==> src/hw/rtl/bfhd_pkg.sv <==
package bfhd_pkg;

    // Number of battery packs held in the store.
    localparam int PACK_COUNT = 3;
    localparam int PACK_IDX_W = (PACK_COUNT > 1) ? $clog2(PACK_COUNT) : 1;
    localparam int PACK_OUT_W = 2;
    localparam logic [PACK_IDX_W-1:0] LAST_IDX = PACK_IDX_W'(PACK_COUNT - 1);

    // Half-float field masks and single-precision constants.
    localparam logic [15:0] HALF_SIGN_MASK = 16'h8000;
    localparam logic [15:0] HALF_EXP_MASK  = 16'h7C00;
    localparam logic [15:0] HALF_FRAC_MASK = 16'h03FF;
    localparam logic [4:0]  HALF_EXP_MAX   = 5'h1F;
    localparam logic [31:0] SINGLE_INF     = 32'h7F80_0000;
    localparam logic [7:0]  EXP_REBIAS     = 8'd112;
    localparam logic [7:0]  SUBN_REBIAS    = 8'd103;
    localparam logic [3:0]  HALF_FRAC_W    = 4'd10;

    // Request kinds on the input channel.
    localparam logic MODE_FRAME  = 1'b0;
    localparam logic MODE_REPORT = 1'b1;

    typedef struct packed {
        logic        mode;
        logic [7:0]  pack_number;
        logic [15:0] voltage_half;
        logic [15:0] current_half;
    } bfhd_in_t;

    typedef struct packed {
        logic [PACK_OUT_W-1:0] pack_out;
        logic [31:0]           voltage_single;
        logic [31:0]           current_single;
        logic                  last_entry;
    } bfhd_out_t;

    typedef enum logic [1:0] {
        ST_IDLE,
        ST_WRITE,
        ST_EMIT
    } bfhd_state_t;

    typedef struct packed {
        logic                  capture;
        logic                  store_wr;
        logic                  out_load;
        logic                  out_last;
        logic [PACK_IDX_W-1:0] rd_idx;
    } bfhd_cmd_t;

    typedef struct packed {
        logic slot_free;
    } bfhd_sts_t;

    // Widen a half-precision pattern to single precision; NaN becomes +0.
    function automatic logic [31:0] widen_half(input logic [15:0] h);
        logic        sign;
        logic [4:0]  expo;
        logic [9:0]  frac;
        logic [3:0]  top;
        logic [9:0]  norm;
        logic [31:0] res;
        sign = (h & HALF_SIGN_MASK) != 16'h0;
        expo = h[14:10];
        frac = h[9:0];
        top  = 4'd0;
        for (int i = 0; i < 10; i++)
        begin
            if (frac[i])
            begin
                top = 4'(i);
            end
        end
        norm = 10'(frac << (HALF_FRAC_W - top));
        if (expo == 5'd0)
        begin
            if (frac == 10'd0)
            begin
                res = {sign, 31'd0};
            end
            else
            begin
                res = {sign, 8'({4'd0, top}) + SUBN_REBIAS, norm, 13'd0};
            end
        end
        else if (expo == HALF_EXP_MAX)
        begin
            if (frac != 10'd0)
            begin
                res = 32'd0;
            end
            else
            begin
                res = {sign, 31'd0} | SINGLE_INF;
            end
        end
        else
        begin
            res = {sign, 8'({3'd0, expo}) + EXP_REBIAS, frac, 13'd0};
        end
        return res;
    endfunction

endpackage

==> src/hw/rtl/bfhd_ctrl.sv <==
module bfhd_ctrl
    import bfhd_pkg::*;
(
    input  logic      clk,
    input  logic      rst_n,
    input  logic      in_valid,
    input  logic      in_mode,
    output logic      in_ready,
    input  bfhd_sts_t sts,
    output bfhd_cmd_t cmd
);

    bfhd_state_t           state_reg;
    bfhd_state_t           state_next;
    logic [PACK_IDX_W-1:0] idx_reg;
    logic [PACK_IDX_W-1:0] idx_next;
    logic                  accept;

    assign accept = (state_reg == ST_IDLE) && in_valid;

    always_comb
    begin
        state_next = state_reg;
        unique case (state_reg)
            ST_IDLE:
            begin
                if (in_valid)
                begin
                    state_next = (in_mode == MODE_REPORT) ? ST_EMIT : ST_WRITE;
                end
            end
            ST_WRITE:
            begin
                state_next = ST_IDLE;
            end
            ST_EMIT:
            begin
                if (sts.slot_free && (idx_reg == LAST_IDX))
                begin
                    state_next = ST_IDLE;
                end
            end
            default:
            begin
                state_next = ST_IDLE;
            end
        endcase
    end

    always_comb
    begin
        in_ready     = 1'b0;
        cmd.capture  = 1'b0;
        cmd.store_wr = 1'b0;
        cmd.out_load = 1'b0;
        cmd.out_last = (idx_reg == LAST_IDX);
        cmd.rd_idx   = idx_reg;
        unique case (state_reg)
            ST_IDLE:
            begin
                in_ready    = 1'b1;
                cmd.capture = in_valid;
            end
            ST_WRITE:
            begin
                cmd.store_wr = 1'b1;
            end
            ST_EMIT:
            begin
                cmd.out_load = sts.slot_free;
            end
            default:
            begin
                in_ready = 1'b0;
            end
        endcase
    end

    always_comb
    begin
        idx_next = idx_reg;
        if (accept)
        begin
            idx_next = '0;
        end
        else if (cmd.out_load && (idx_reg != LAST_IDX))
        begin
            idx_next = idx_reg + PACK_IDX_W'(1);
        end
    end

    always_ff @(posedge clk or negedge rst_n)
    begin
        if (!rst_n)
        begin
            state_reg <= ST_IDLE;
            idx_reg   <= '0;
        end
        else
        begin
            state_reg <= state_next;
            idx_reg   <= idx_next;
        end
    end

    a_report_starts: assert property (@(posedge clk) disable iff (!rst_n)
        (accept && (in_mode == MODE_REPORT)) |=> (state_reg == ST_EMIT && idx_reg == '0))
        else $error("report request did not start at entry zero");

    a_write_one_cycle: assert property (@(posedge clk) disable iff (!rst_n)
        (state_reg == ST_WRITE) |=> (state_reg == ST_IDLE))
        else $error("store write lasted more than one cycle");

    a_last_ends_run: assert property (@(posedge clk) disable iff (!rst_n)
        (cmd.out_load && cmd.out_last) |=> (state_reg == ST_IDLE))
        else $error("report run did not end after last entry");

    a_idx_range: assert property (@(posedge clk) disable iff (!rst_n)
        idx_reg <= LAST_IDX)
        else $error("entry index out of range");

endmodule

==> src/hw/rtl/bfhd_datapath.sv <==
module bfhd_datapath
    import bfhd_pkg::*;
(
    input  logic      clk,
    input  logic      rst_n,
    input  bfhd_in_t  in_data,
    input  bfhd_cmd_t cmd,
    output bfhd_sts_t sts,
    output logic      out_valid,
    input  logic      out_ready,
    output bfhd_out_t out_data
);

    logic                  slot_ok_reg;
    logic [PACK_IDX_W-1:0] slot_reg;
    logic [15:0]           volt_half_reg;
    logic [15:0]           curr_half_reg;
    logic [31:0]           volt_store_reg [PACK_COUNT];
    logic [31:0]           curr_store_reg [PACK_COUNT];
    logic                  out_valid_reg;
    logic                  out_valid_next;
    bfhd_out_t             out_data_reg;
    logic [PACK_IDX_W:0]   pack_num;
    logic                  slot_ok;

    assign slot_ok = (in_data.pack_number != 8'd0)
                  && (in_data.pack_number <= 8'(PACK_COUNT));

    // Capture the frame fields on accept.
    always_ff @(posedge clk or negedge rst_n)
    begin
        if (!rst_n)
        begin
            slot_ok_reg <= 1'b0;
        end
        else if (cmd.capture)
        begin
            slot_ok_reg <= slot_ok && (in_data.mode == MODE_FRAME);
        end
    end

    always_ff @(posedge clk)
    begin
        if (cmd.capture)
        begin
            slot_reg      <= PACK_IDX_W'(in_data.pack_number - 8'd1);
            volt_half_reg <= in_data.voltage_half;
            curr_half_reg <= in_data.current_half;
        end
    end

    // Per-pack store, cleared at reset.
    always_ff @(posedge clk or negedge rst_n)
    begin
        if (!rst_n)
        begin
            for (int i = 0; i < PACK_COUNT; i++)
            begin
                volt_store_reg[i] <= 32'd0;
                curr_store_reg[i] <= 32'd0;
            end
        end
        else if (cmd.store_wr && slot_ok_reg)
        begin
            volt_store_reg[slot_reg] <= widen_half(volt_half_reg);
            curr_store_reg[slot_reg] <= widen_half(curr_half_reg);
        end
    end

    // Output register.
    assign sts.slot_free = !out_valid_reg || out_ready;
    assign pack_num      = {1'b0, cmd.rd_idx} + {{PACK_IDX_W{1'b0}}, 1'b1};

    always_comb
    begin
        out_valid_next = out_valid_reg;
        if (cmd.out_load)
        begin
            out_valid_next = 1'b1;
        end
        else if (out_ready)
        begin
            out_valid_next = 1'b0;
        end
    end

    always_ff @(posedge clk or negedge rst_n)
    begin
        if (!rst_n)
        begin
            out_valid_reg <= 1'b0;
        end
        else
        begin
            out_valid_reg <= out_valid_next;
        end
    end

    always_ff @(posedge clk)
    begin
        if (cmd.out_load)
        begin
            out_data_reg.pack_out       <= PACK_OUT_W'(pack_num);
            out_data_reg.voltage_single <= volt_store_reg[cmd.rd_idx];
            out_data_reg.current_single <= curr_store_reg[cmd.rd_idx];
            out_data_reg.last_entry     <= cmd.out_last;
        end
    end

    assign out_valid = out_valid_reg;
    assign out_data  = out_data_reg;

    a_no_overwrite: assert property (@(posedge clk) disable iff (!rst_n)
        cmd.out_load |-> (!out_valid_reg || out_ready))
        else $error("output register overwritten while held");

    a_hold_stalled: assert property (@(posedge clk) disable iff (!rst_n)
        (out_valid_reg && !out_ready) |=> out_valid_reg)
        else $error("stalled result dropped");

    a_write_target: assert property (@(posedge clk) disable iff (!rst_n)
        (cmd.store_wr && slot_ok_reg) |-> (slot_reg <= LAST_IDX))
        else $error("store write outside pack range");

endmodule

==> src/hw/rtl/battery_frame_half_float_decoder_unit.sv <==
// Battery frame decoder with half-to-single float widening.
// Input channel (in_valid/in_ready/in_data): each request is either a frame
// (mode 0) carrying a pack number and two half-precision values, or a report
// tick (mode 1). Frames for packs 1..PACK_COUNT are widened to single
// precision and stored (NaN stores as +0); other pack numbers are dropped.
// Output channel (out_valid/out_ready/out_data): a report tick emits one
// entry per pack, in pack order, with last_entry set on the final one.
// Sequence: a frame is captured on accept, then converted and stored. A
// report is accepted, then the sequencer steps one store entry per cycle
// into the single output register while the receiver keeps out_ready high.
// A frame produces no output. The block takes a new request as soon as the
// previous one has finished, even while the last result still waits in the
// output register.
// Stall: when out_ready is low the output register holds its entry and the
// sequencer waits; no entry is lost or repeated.
// Reset (rst_n low, asynchronous): clear all stored values to zero, empty
// the output register and return the controller to idle.
module battery_frame_half_float_decoder_unit
    import bfhd_pkg::*;
(
    input  logic      clk,
    input  logic      rst_n,
    input  logic      in_valid,
    output logic      in_ready,
    input  bfhd_in_t  in_data,
    output logic      out_valid,
    input  logic      out_ready,
    output bfhd_out_t out_data
);

    bfhd_cmd_t cmd;
    bfhd_sts_t sts;

    // Controller: sequence frame writes and report readout.
    bfhd_ctrl u_ctrl (
        .clk      (clk),
        .rst_n    (rst_n),
        .in_valid (in_valid),
        .in_mode  (in_data.mode),
        .in_ready (in_ready),
        .sts      (sts),
        .cmd      (cmd)
    );

    // Datapath: capture, float widening, pack store and output register.
    bfhd_datapath u_datapath (
        .clk       (clk),
        .rst_n     (rst_n),
        .in_data   (in_data),
        .cmd       (cmd),
        .sts       (sts),
        .out_valid (out_valid),
        .out_ready (out_ready),
        .out_data  (out_data)
    );

endmodule
==> config.mk <==
export PLATFORM = sky130hd
export DESIGN_NAME = battery_frame_half_float_decoder_unit
export DESIGN_NICKNAME = d
export VERILOG_FILES = /design/src/hw/rtl/bfhd_pkg.sv /design/src/hw/rtl/bfhd_ctrl.sv /design/src/hw/rtl/bfhd_datapath.sv /design/src/hw/rtl/battery_frame_half_float_decoder_unit.sv
export SDC_FILE = /design/constraint.sdc
export NUM_CORES = 1
export LEC_CHECK = 0
export ABC_AREA = 1
export BUFFER_PORTS_ARGS = -buffer_cell sky130_fd_sc_hd__buf_2
export CAP_MARGIN = 20
export CORE_MARGIN = 5
export CORE_UTILIZATION = 60
export CTS_BUF_LIST = sky130_fd_sc_hd__clkbuf_16
export DETAILED_ROUTE_END_ITERATION = 10
export PLACE_DENSITY = 0.9
export RECOVER_POWER = 25
export SLEW_MARGIN = 10
export SYNTH_ARGS = -nofsm -noshare
export SYNTH_HDL_FRONTEND = slang
export SYNTH_HIERARCHICAL = 1
export SYNTH_SLANG_ARGS = --single-unit
==> constraint.sdc <==
create_clock -name clk -period 7.5 [get_ports clk]
set_input_delay 1.5 -clock clk [delete_from_list [all_inputs] [get_ports clk]]
set_output_delay 1.5 -clock clk [all_outputs]
set_load 0.02 [all_outputs]
==> results of run 1 <==
-- layout make-up --
type	count	area, µm²	share of cell area
Timing Repair Buffer	98	526	0.0524
Clock inverter	12	80.1	0.00798
Multi-Input combinational cell	694	3290	0.328
Tap cell	184	230	0.0230
Inverter	95	357	0.0356
Clock buffer	20	500	0.0499
Sequential cell	187	5050	0.503
-- power by group through the flow --
| stage | Sequential [W] | Combinational (W) | Clock (W) |
|---|---|---|---|
| 4_1_cts | 0.00134 | 0.000972 | 0.000884 |
| 3_5_place_dp | 0.00136 | 0.000963 | 0 |
| 3_3_place_gp | 0.00136 | 0.000944 | 0 |
| 2_1_floorplan | 0.00147 | 0.000587 | 0 |
| 6_report | 0.00134 | 0.000982 | 0.000871 |
| 5_1_grt | 0.00135 | 0.00108 | 0.000930 |
-- cell families after synthesis --
group	share of synthesized area
simple gates	0.236
flops	0.559
buf+inv	0.0844
compound gates	0.109
xor+xnor	0.00472
fa+ha+maj	0.00555
other cells	0.000416
-- per-layer routing --
| layer | vias to the layer above | wire [µm] |
|---|---|---|
| met5 | - | 0 |
| li1 | 3475 | - |
| met2 | 412 | 9730 |
| met1 | 3448 | 8530 |
| met3 | 51 | 1950 |
| met4 | 0 | 448 |
-- per-stage QoR --
stage           util  power, W
2_1_floorplan      -   0.00206
3_3_place_gp   0.647   0.00230
3_5_place_dp   0.647   0.00232
4_1_cts        0.686   0.00320
5_1_grt        0.685   0.00336
6_report       0.685   0.00319
-- worst paths after layout --
| check | start | end | slack, ns | cells past startpoint |
|---|---|---|---|---|
| hold reg to reg | u_datapath/curr_store_reg[87] | u_datapath/curr_store_reg[87] | 0.48 | 2 |
| max in group asynchronous | rst_n | u_datapath/volt_store_reg[84] | 3.77 | 2 |
| setup reg to reg | u_ctrl/idx_reg[0] | u_datapath/out_data[16] | 3.37 | 5 |
| hold / removal | u_datapath/curr_store_reg[87] | u_datapath/curr_store_reg[87] | 0.48 | 2 |
| setup / recovery | u_ctrl/idx_reg[0] | u_datapath/out_data[16] | 3.37 | 5 |
| min in group asynchronous | rst_n | u_datapath/volt_store_reg[50] | 1.84 | 1 |
-- worst register-to-register path: cells and delay by family (launching register included) --
kind / cells / cell delay (ns)
flip-flops: 1 / 0.32
AND/OR/NAND/NOR: 1 / 0.35
AO/OA/AOI/OAI: 1 / 0.13
buffers and inverters: 3 / 2.97
-- Yosys cell counts (all sizes together) --
| cell | n |
|---|---|
| nand2 | 332 |
| dfrtp | 114 |
| inv | 92 |
| o21ai | 86 |
| nand3 | 82 |
| edfxtp | 73 |
| nor2 | 69 |
| buf | 37 |
| clkbuf | 34 |
| o31ai | 24 |
| o22ai | 21 |
| a31oi | 10 |
| o211ai | 9 |
| nand4 | 7 |
| nor3 | 6 |
| a21oi | 5 |
| ha | 4 |
| clkinv | 3 |
| nor4 | 3 |
| o32ai | 3 |
| xor2 | 3 |
| a22o | 1 |
| a32oi | 1 |
| conb | 1 |
| o41ai | 1 |
| xnor2 | 1 |
==> metrics.md, run 1 <==
| Metric | Value |
|---|---|
| Area leader, netlist | `dfrtp_1` |
| Max Clock Skew | `between 0.006 and 0.007 ns` |
| Post-Layout Cell Count | `1,290` |
| Crit path buf inv count | `3` |
| Critical path, cell by cell | `clkbuf_1 > clkinv_1 > clkbuf_1 > nor2_1 > o31ai_1` |
| TritonCTS buffer count | `17` |
| Lkg Pwr | `between 4 and 5 nW` |
| Crit-path max FO | `56` |
| Average via count per standard cell | `~5.7` |
| Synthesized area | `roughly 9000 µm²` |
| ANT nets after route | `0` |
| Crit Path Class | `reg2reg` |
| Max Fclk | `about 240 MHz` |
| Number of global-route vias before repair | `around 7,000` |
| DR vias | `~7,400` |
| Detailed Route Iter0 Violations | `around 1,000` |
| Yosys warnings | `6` |
| Final net count | `approximately 1,100` |
| Most frequent cells in the layout | `318 x nand2_1, 113 x dfrtp_1, 86 x buf_2` |
| RSZ-0062 raised after global routing | `false` |
| CP Data Required Time | `7.56 ns` |
| Actual slew at the worst max-slew pin | `between 2 and 3 ns` |
| Die area | `approximately 18,000 µm²` |
| DRT Pass-1 Iters | `6` |
| Yosys reg bits | `about 190` |
| Core Region | `about 15,000 µm²` |
| Final hold viol count | `0` |
| Max_cap viols | `4` |
| Flop pwr share | `0.420` |
| Dpl ws | `4.64 ns` |
| Most common cell after layout, fill and taps aside | `nand2_1` |
| Peak VDD IR | `about 200 µV` |
| DIE WIDTH | `between 100 and 150 µm` |
| First-pass GRT wire length | `between 30,000 and 40,000 µm` |
| Clock transition time at the flip-flop clock pins of the worst setup and hold paths | `roughly 0.070 ns` |
| Largest net degree at the start of global routing | `66` |
| DP HPWL | `approximately 14,000 µm` |
| Post-synthesis sequential area ratio | `0.559` |
| Worst path max stage delay | `around 1.8 ns` |
| Max Slew Vio Count | `211` |
| Status | `finished with violations` |
| Final setup vio count | `0` |
| Net Sw Frac | `0.360` |
| Synth top area cells | `dfrtp_1 32%, edfxtp_1 24%, nand2_1 13%` |
| Pint | `0.00204 W` |
| Remaining Overflow, GRT | `0` |
| Layout cell share with drive strength beyond 1 | `0.150` |
| GR Util All Layers | `0.240` |
| Worst-Skew Late Latency | `between 0.4 and 0.5 ns` |
| Crit start category | `flop` |
| Top Family by Delay on Critical Path | `buffers and inverters` |
| Fin crit share | `0.551` |
| Syn_area_per_cell | `between 8 and 9 µm²` |
| Post-Layout Inst Area | `approximately 10,000 µm²` |
| CP arrival | `~4.2 ns` |
| Met3 GRT Util | `0.0414` |
| Met1 Use GR | `0.340` |
| Weighted congestion reported at the end of routability-driven placement | `around 0.94` |
| Most used cell, CP | `clkbuf_1` |
| Post-cts repair resize count | `0` |
| Net Sw Power | `~0.0012 W` |
| Starting density of the core | `0.616` |
| HP Class | `reg2reg` |
| Initial antenna violation count | `0` |
| CTS Hold Bufs | `0` |
| Clock power frac | `0.273` |
| Layout Area Growth over Synthesis | `11.2%` |
| Port buffer count | `87` |
| Top-level port count | `between 100 and 150` |
| CTS tree | `yes` |
| Synth top area share | `0.316` |
| Fillers | `between 1,000 and 1,500` |
| Synth Instances | `roughly 1,000` |
| CTS root buf | `clkbuf_16` |
| Drt wl/cell | `16.0 µm` |
| Fin Setup TNS | `0 ns` |
| Worst relative slew slack | `-0.818` |
| Logic pwr share | `0.307` |
| Worst path slowest cell | `clkbuf_1` |
| Row count | `44` |
| Placed Area | `between 9000 and 10,000 µm²` |
| Grt met2 use | `0.379` |
| Worst hold slack | `0.482 ns` |
| Max H-tree Level | `4` |
| # Post-CTS Setup Buffers | `0` |
| CTS max path bufs | `2` |
| Unique masters post-synth | `43` |
| Layer with the highest usage | `met2` |
| Antenna cells | `0` |
| Pwr Density | `between 300 and 400 nW/µm²` |
| Critical path endpoint category | `flop` |
| Final min period | `between 4 and 5 ns` |
| Die Height | `~130 µm` |
| Final WS setup | `3.37 ns` |
| DRC | `0` |
| Violated checks | `capacitance limit, slew limit` |
| Placed cell count | `roughly 1,300` |
| Final wirelength | `slightly above 20,000 µm` |
| CTS sink count | `roughly 190` |
Power figures use the tool's default switching activity.
==> run 2: changes to the inputs <==
CORE_UTILIZATION = 58   (was 60)
PLACE_DENSITY = 0.88   (was 0.9)
clock period = 4.12 ns   (was 7.5 ns; I/O delays follow)
==> run 2 against run 1 <==
- the flow still finishes with violations (capacitance limit, slew limit)
- sequential cell count did not move
- via count rose by 2.1%
- register-to-register slack got worse by 1.9 ns
- cell area rose by 0.34%
- sequential power rose by 84%
- combinational power rose by 83%
- final cell count rose by 0.31%
- critical endpoint is now u_datapath/curr_store_reg[53]
- largest power group unchanged
==> metrics.md, run 2 (synthesis gave the netlist of run 1 again) <==
| Metric | Value |
|---|---|
| Total Power | `0.00588 W (was 0.00319 W)` |
| CTS root buf | `clkbuf_16 (unchanged)` |
| Post-Layout Inst Area | `10,100 µm² (was 10,000 µm²)` |
| Crit-path max FO | `17 (was 56)` |
| Peak VDD IR | `300 µV (was 202 µV)` |
| Fin Setup TNS | `0 ns (unchanged)` |
| DIE WIDTH | `135 µm (was 133 µm)` |
| DR vias | `7,543 (was 7,386)` |
| Post-Layout Cell Count | `1,294 (was 1,290)` |
| Clock transition time at the flip-flop clock pins of the worst setup and hold paths | `0.07 ns (about the same)` |
| Layout cell share with drive strength beyond 1 | `0.154 (was 0.150)` |
| Final hold viol count | `0 (unchanged)` |
| Max Slew Vio Count | `29 (was 211)` |
| TritonCTS buffer count | `17 (unchanged)` |
| Most used cell, CP | `nand2_1 (was clkbuf_1)` |
| Worst path max stage delay | `0.42 ns (was 1.80 ns)` |
| HP Class | `in2async (was reg2reg)` |
| Worst-Skew Late Latency | `0.43 ns (about the same)` |
| Setup crit start | `u_datapath/curr_half_reg[3] (was u_ctrl/idx_reg[0])` |
| DR WL met3 | `2020 µm (was 1950 µm)` |
| CTS sink count | `187 (unchanged)` |
| Placed cell count | `1,262 (was 1,257)` |
| Most frequent cells in the layout | `317 x nand2_1, 113 x dfrtp_1, 86 x inv_1 (was 318 x nand2_1, 113 x dfrtp_1, 86 x buf_2)` |
| DRC | `0 (unchanged)` |
| Reg2reg end | `u_datapath/curr_store_reg[53] (was u_datapath/out_data[16])` |
| Critical path, cell by cell | `inv_1 > o21ai_1 > nand2_1 > nand2_1 > nand2_1 > nand2_2 > nand2_4 > inv_1 > ha_1 > xnor2_2 > inv_2 > nand3_1 > o21ai_0 > nand2_1 > nand2_1 > nand2_1 > nand2_1 (was clkbuf_1 > clkinv_1 > clkbuf_1 > nor2_1 > o31ai_1)` |
| Die area | `18,100 µm² (was 17,600 µm²)` |
| CP Data Required Time | `4.44 ns (was 7.56 ns)` |
| Row count | `45 (was 44)` |
| Port buffer count | `87 (unchanged)` |
| Antenna cells | `0 (unchanged)` |
| First-pass GRT wire length | `36,000 µm (was 34,200 µm)` |
| Fin crit share | `0.647 (was 0.551)` |
| R2R depth | `17 (was 5)` |
| Initial antenna violation count | `0 (unchanged)` |
| # Post-CTS Setup Buffers | `0 (unchanged)` |
| GR Util All Layers | `0.251 (was 0.240)` |
| Max Fclk | `375 MHz (was 242 MHz)` |
| Placed Area | `9490 µm² (was 9470 µm²)` |
| RSZ-0062 raised after global routing | `false (unchanged)` |
| CTS Hold Bufs | `0 (unchanged)` |
| Core Region | `15,200 µm² (was 14,600 µm²)` |
| Violated checks | `capacitance limit, slew limit (unchanged)` |
| Drt wl/cell | `17.1 µm (was 16.0 µm)` |
| Crit path buf inv count | `3 (unchanged)` |
| ANT nets after route | `0 (unchanged)` |
| Status | `finished with violations (unchanged)` |
| Fillers | `1,221 (was 1,123)` |
| Detailed Route Iter0 Violations | `1,004 (was 1,025)` |
| CTS max path bufs | `2 (unchanged)` |
| Top Family by Delay on Critical Path | `simple AND/OR/NAND/NOR gates (was buffers and inverters)` |
| Lkg Pwr | `4.81 nW (was 4.80 nW)` |
| Layout Area Growth over Synthesis | `11.6% (was 11.2%)` |
| Final wirelength | `22,200 µm (was 20,700 µm)` |
| Critical R2R Launch | `u_datapath/curr_half_reg[3] (was u_ctrl/idx_reg[0])` |
| Post-cts repair resize count | `0 (unchanged)` |
| R2r setup slk | `1.45 ns (was 3.37 ns)` |
| Critical path endpoint category | `flop (unchanged)` |
| Remaining Overflow, GRT | `0 (unchanged)` |
| Actual slew at the worst max-slew pin | `1.55 ns (was 2.73 ns)` |
| Final min period | `2.67 ns (was 4.13 ns)` |
| Met1 WL | `9490 µm (was 8530 µm)` |
| CP arrival | `2.99 ns (was 4.19 ns)` |
| Worst relative slew slack | `-0.0349 (was -0.818)` |
| Final setup vio count | `0 (unchanged)` |
| Pwr Density | `584 nW/µm² (was 318 nW/µm²)` |
| Crit start category | `flop (unchanged)` |
| Max H-tree Level | `4 (unchanged)` |
| Starting density of the core | `0.593 (was 0.616)` |
| Die Height | `135 µm (was 133 µm)` |
| Average via count per standard cell | `5.83 (was 5.73)` |
| Crit Path Class | `reg2reg (unchanged)` |
| Top sig layer | `met4 (unchanged)` |
| Max Clock Skew | `0.00725 ns (was 0.00693 ns)` |
| Final net count | `1,142 (unchanged)` |
| DRT Pass-1 Iters | `5 (was 6)` |
| Final Util | `0.662 (was 0.685)` |
| Top-level port count | `114 (unchanged)` |
| Largest net degree at the start of global routing | `57 (was 66)` |
| Max_cap viols | `1 (was 4)` |
| Worst path slowest cell | `xnor2_2 (was clkbuf_1)` |
| Number of global-route vias before repair | `7,147 (was 6,988)` |
| DP HPWL | `14,900 µm (was 13,700 µm)` |
| Weighted congestion reported at the end of routability-driven placement | `1.03 (was 0.942)` |
| CTS tree | `yes (unchanged)` |
| Routed wl met2 | `10,200 µm (was 9730 µm)` |
| Most common cell after layout, fill and taps aside | `nand2_1 (unchanged)` |
-- run 2: area by class of cell --
type,count,area (µm²),share of cell area
Timing Repair Buffer,98,515,0.0512
Multi-Input combinational cell,694,3330,0.331
Sequential cell,187,5050,0.501
Clock inverter,14,133,0.0132
Clock buffer,18,450,0.0448
Tap cell,188,235,0.0234
Inverter,95,357,0.0354
-- run 2: power by group --
part	internal, W	total, W	switching [W]
registers	0.00231	0.00246	0.000151
logic	0.000504	0.00180	0.00130
clock network	0.000922	0.00161	0.000688
total	0.00374	0.00588	0.00214
-- run 2: worst max-delay path by stage --
stage | to | slack [ns] | cells past startpoint
after CTS | u_datapath/curr_store_reg[53] | 1.50 | 17
after detailed placement | u_datapath/curr_store_reg[53] | 1.54 | 17
final | u_datapath/curr_store_reg[53] | 1.45 | 17
after global placement | u_datapath/curr_store_reg[21] | 1.58 | 17
after floorplan | u_datapath/out_data[0] | 1.12 | 4
after global routing | u_datapath/curr_store_reg[53] | 1.21 | 17
-- run 2: metal layers --
metal / track usage / vias to the layer above
met1: 0.362 / 3617
met5: 0 / -
met4: 0.0911 / 0
li1: - / 3479
met3: 0.0484 / 37
met2: 0.381 / 410
-- run 2: metrics by stage --
step,worst slack [ns],hold WS (ns)
2_1_floorplan,1.12,0.444
3_3_place_gp,1.58,0.458
3_5_place_dp,1.54,0.461
4_1_cts,1.50,0.438
5_1_grt,1.21,0.482
6_report,1.45,0.428
-- run 2: worst reg2reg max path, delay by kind of cell, from the launching register on --
kind,cells,cell delay [ns]
compound gates,2,0.18
simple gates,10,0.93
fa+ha+maj,1,0.22
flops,1,0.41
buf+inv,3,0.40
xor+xnor,1,0.42
==> run 3: changes to the inputs <==
CORE_UTILIZATION = 53   (was 58)
PLACE_DENSITY = 0.85   (was 0.88)
clock period = 2.1 ns   (was 4.12 ns; I/O delays follow)
==> run 3 against run 2 <==
- the run ends with setup timing left
- die area increased by 8.7%
- non-clock buffer count up 59
- via count rose by 1.1%
- count of clock-buffer cells in the layout is 1 lower
- power increased by 100%
- sequential cell count did not move
- global-route usage shrank 2.7 points
==> metrics.md, run 3 (synthesis gave the netlist of run 1 again) <==
| Metric | Value |
|---|---|
| Remaining Overflow, GRT | `0 (unchanged)` |
| GR Util All Layers | `0.224 (was 0.251)` |
| Drt wl/cell | `15.9 µm (was 17.1 µm)` |
| Max_cap viols | `0 (was 1)` |
| Detailed Route Iter0 Violations | `817 (was 1,004)` |
| Weighted congestion reported at the end of routability-driven placement | `0.948 (was 1.03)` |
| Violated checks | `setup timing (was capacitance limit, slew limit)` |
| Pwr Density | `1100 nW/µm² (was 584 nW/µm²)` |
| DIE WIDTH | `140 µm (was 135 µm)` |
| Crit-path max FO | `5 (was 17)` |
| Core Region | `16,600 µm² (was 15,200 µm²)` |
| DRT Pass-1 Iters | `6 (was 5)` |
| Placed cell count | `1,338 (was 1,262)` |
| Area of the multi-input gates | `3530 µm² (was 3330 µm²)` |
| Actual slew at the worst max-slew pin | `0.984 ns (was 1.55 ns)` |
| CTS tree | `yes (unchanged)` |
| DRC | `0 (unchanged)` |
| Total Power | `0.0119 W (was 0.00588 W)` |
| Port buffer count | `87 (unchanged)` |
| Most common cell after layout, fill and taps aside | `nand2_1 (unchanged)` |
| Final WS setup | `-0.0959 ns (was 1.45 ns)` |
| Row count | `47 (was 45)` |
| DP HPWL | `15,100 µm (was 14,900 µm)` |
| Final hold viol count | `0 (unchanged)` |
| Max H-tree Level | `4 (unchanged)` |
| ANT nets after route | `0 (unchanged)` |
| Largest net degree at the start of global routing | `111 (was 57)` |
| Critical path endpoint category | `flop (unchanged)` |
| Fin Setup TNS | `-1.20 ns (was 0 ns)` |
| Layout cell share with drive strength beyond 1 | `0.227 (was 0.154)` |
| Number of global-route vias before repair | `7,159 (was 7,147)` |
| CTS sink count | `187 (unchanged)` |
| Most frequent cells in the layout | `307 x nand2_1, 113 x dfrtp_1, 85 x buf_2 (was 317 x nand2_1, 113 x dfrtp_1, 86 x inv_1)` |
| Die Height | `140 µm (was 135 µm)` |
| Sequential Area | `5050 µm² (unchanged)` |
| DR vias | `7,628 (was 7,543)` |
| Average via count per standard cell | `5.51 (was 5.83)` |
| Max Slew Vio Count | `0 (was 29)` |
| HP Class | `in2reg (was in2async)` |
| Lkg Pwr | `5.11 nW (was 4.81 nW)` |
| CP arrival | `2.55 ns (was 2.99 ns)` |
| Post-Layout Cell Count | `1,385 (was 1,294)` |
| Max Fclk | `455 MHz (was 375 MHz)` |
| RSZ-0062 raised after global routing | `true (was false)` |
| Final wirelength | `22,100 µm (was 22,200 µm)` |
| Fin crit share | `1.05 (was 0.647)` |
| TritonCTS buffer count | `17 (unchanged)` |
| CTS max path bufs | `2 (unchanged)` |
| Peak VDD IR | `666 µV (was 300 µV)` |
| CTS root buf | `clkbuf_16 (unchanged)` |
| Worst relative slew slack | `0.344 (was -0.0349)` |
| CP Data Required Time | `2.45 ns (was 4.44 ns)` |
| Antenna cells | `0 (unchanged)` |
| Layout Area Growth over Synthesis | `19.7% (was 11.6%)` |
| Top-level port count | `114 (unchanged)` |
| Crit start category | `flop (unchanged)` |
| Placed Area | `9950 µm² (was 9490 µm²)` |
| Final net count | `1,201 (was 1,142)` |
| Initial antenna violation count | `0 (unchanged)` |
| Post-Layout Inst Area | `10,800 µm² (was 10,100 µm²)` |
| Final min period | `2.20 ns (was 2.67 ns)` |
| First-pass GRT wire length | `35,500 µm (was 36,000 µm)` |
| Worst-Skew Late Latency | `0.44 ns (was 0.43 ns)` |
| Final setup vio count | `26 (was 0)` |
| Crit Path Class | `reg2reg (unchanged)` |
| Clock transition time at the flip-flop clock pins of the worst setup and hold paths | `0.07 ns (about the same)` |
| Status | `finished with violations (unchanged)` |
| Max Clock Skew | `0.00721 ns (was 0.00725 ns)` |
| Die area | `19,700 µm² (was 18,100 µm²)` |
| Fillers | `1,305 (was 1,221)` |
| Starting density of the core | `0.542 (was 0.593)` |
## run 3: cell count changes in the layout (fill, tap and decap cells not counted), moves of 5 or more
cell     previous run  this run
nand3_1            81        76
buf_4              11        61
o21ai_0            75        70
nand2_1           317       307
nand2_2            11        18
buf_12              0         5
inv_1              86        80
## run 3: worst max-delay path: stages (launching register included)
cell and delay (ns):
edfxtp_1 0.44, nor2_2 0.16, inv_1 0.07, nand2_1 0.07, nand2_1 0.06, o21ai_2 0.22
inv_2 0.07, ha_4 0.18, xnor2_4 0.15, buf_4 0.15, buf_4 0.12, a21oi_1 0.13
nand2_1 0.13, a31oi_1 0.15
## run 3: path summary, 6_finish.rpt
path,slack [ns],start,to,cells past startpoint
hold / removal,0.15,in_data[0],u_datapath/curr_half_reg[0],1
max in group asynchronous,0.41,rst_n,u_ctrl/idx_reg[1],3
hold reg to reg,0.48,u_datapath/volt_store_reg[84],u_datapath/volt_store_reg[84],2
setup reg to reg,-0.1,u_datapath/curr_half_reg[3],u_datapath/curr_store_reg[17],13
min in group asynchronous,0.41,rst_n,u_ctrl/state_reg[0],2
setup / recovery,-0.1,u_datapath/curr_half_reg[3],u_datapath/curr_store_reg[17],13
## run 3: cell type report
class                           count  area share
Clock buffer                       17      0.0394
Multi-Input combinational cell    694       0.327
Sequential cell                   187       0.468
Timing Repair Buffer              157      0.0952
Inverter                           95      0.0333
Clock inverter                     15      0.0124
Tap cell                          220      0.0255
## run 3: report_power, final
part           internal, W  switching, W  total, W  leakage (nW)
logic              0.00139       0.00273   0.00412          2.55
registers          0.00452      0.000238   0.00476          2.28
clock network      0.00156       0.00148   0.00304         0.276
total              0.00747       0.00444    0.0119          5.11
## run 3: metal layers
| layer | GRT usage | wire length [µm] | up-vias |
|---|---|---|---|
| met4 | 0.0734 | 424 | 0 |
| li1 | - | - | 3597 |
| met1 | 0.318 | 9610 | 3658 |
| met3 | 0.0423 | 1720 | 38 |
| met2 | 0.350 | 10300 | 335 |
| met5 | 0 | 0 | - |
## run 3: repair_timing
item,4_1_cts,5_1_grt
setup buffers,3,11
pin swaps,3,23
hold endpoints to repair,4,0
gates resized for setup,6,43
setup endpoints to repair,30,81
cloned,0,0
hold buffers,1,0
## run 3: per-stage QoR
step           hold slack [ns]  utilization  worst slack, ns
6_report                 0.153        0.649          -0.0959
5_1_grt                  0.139        0.649           -0.248
3_3_place_gp             0.235        0.598          -0.0766
4_1_cts                  0.140        0.635          -0.0364
3_5_place_dp             0.236        0.598           -0.140
2_1_floorplan            0.124            -          0.00847
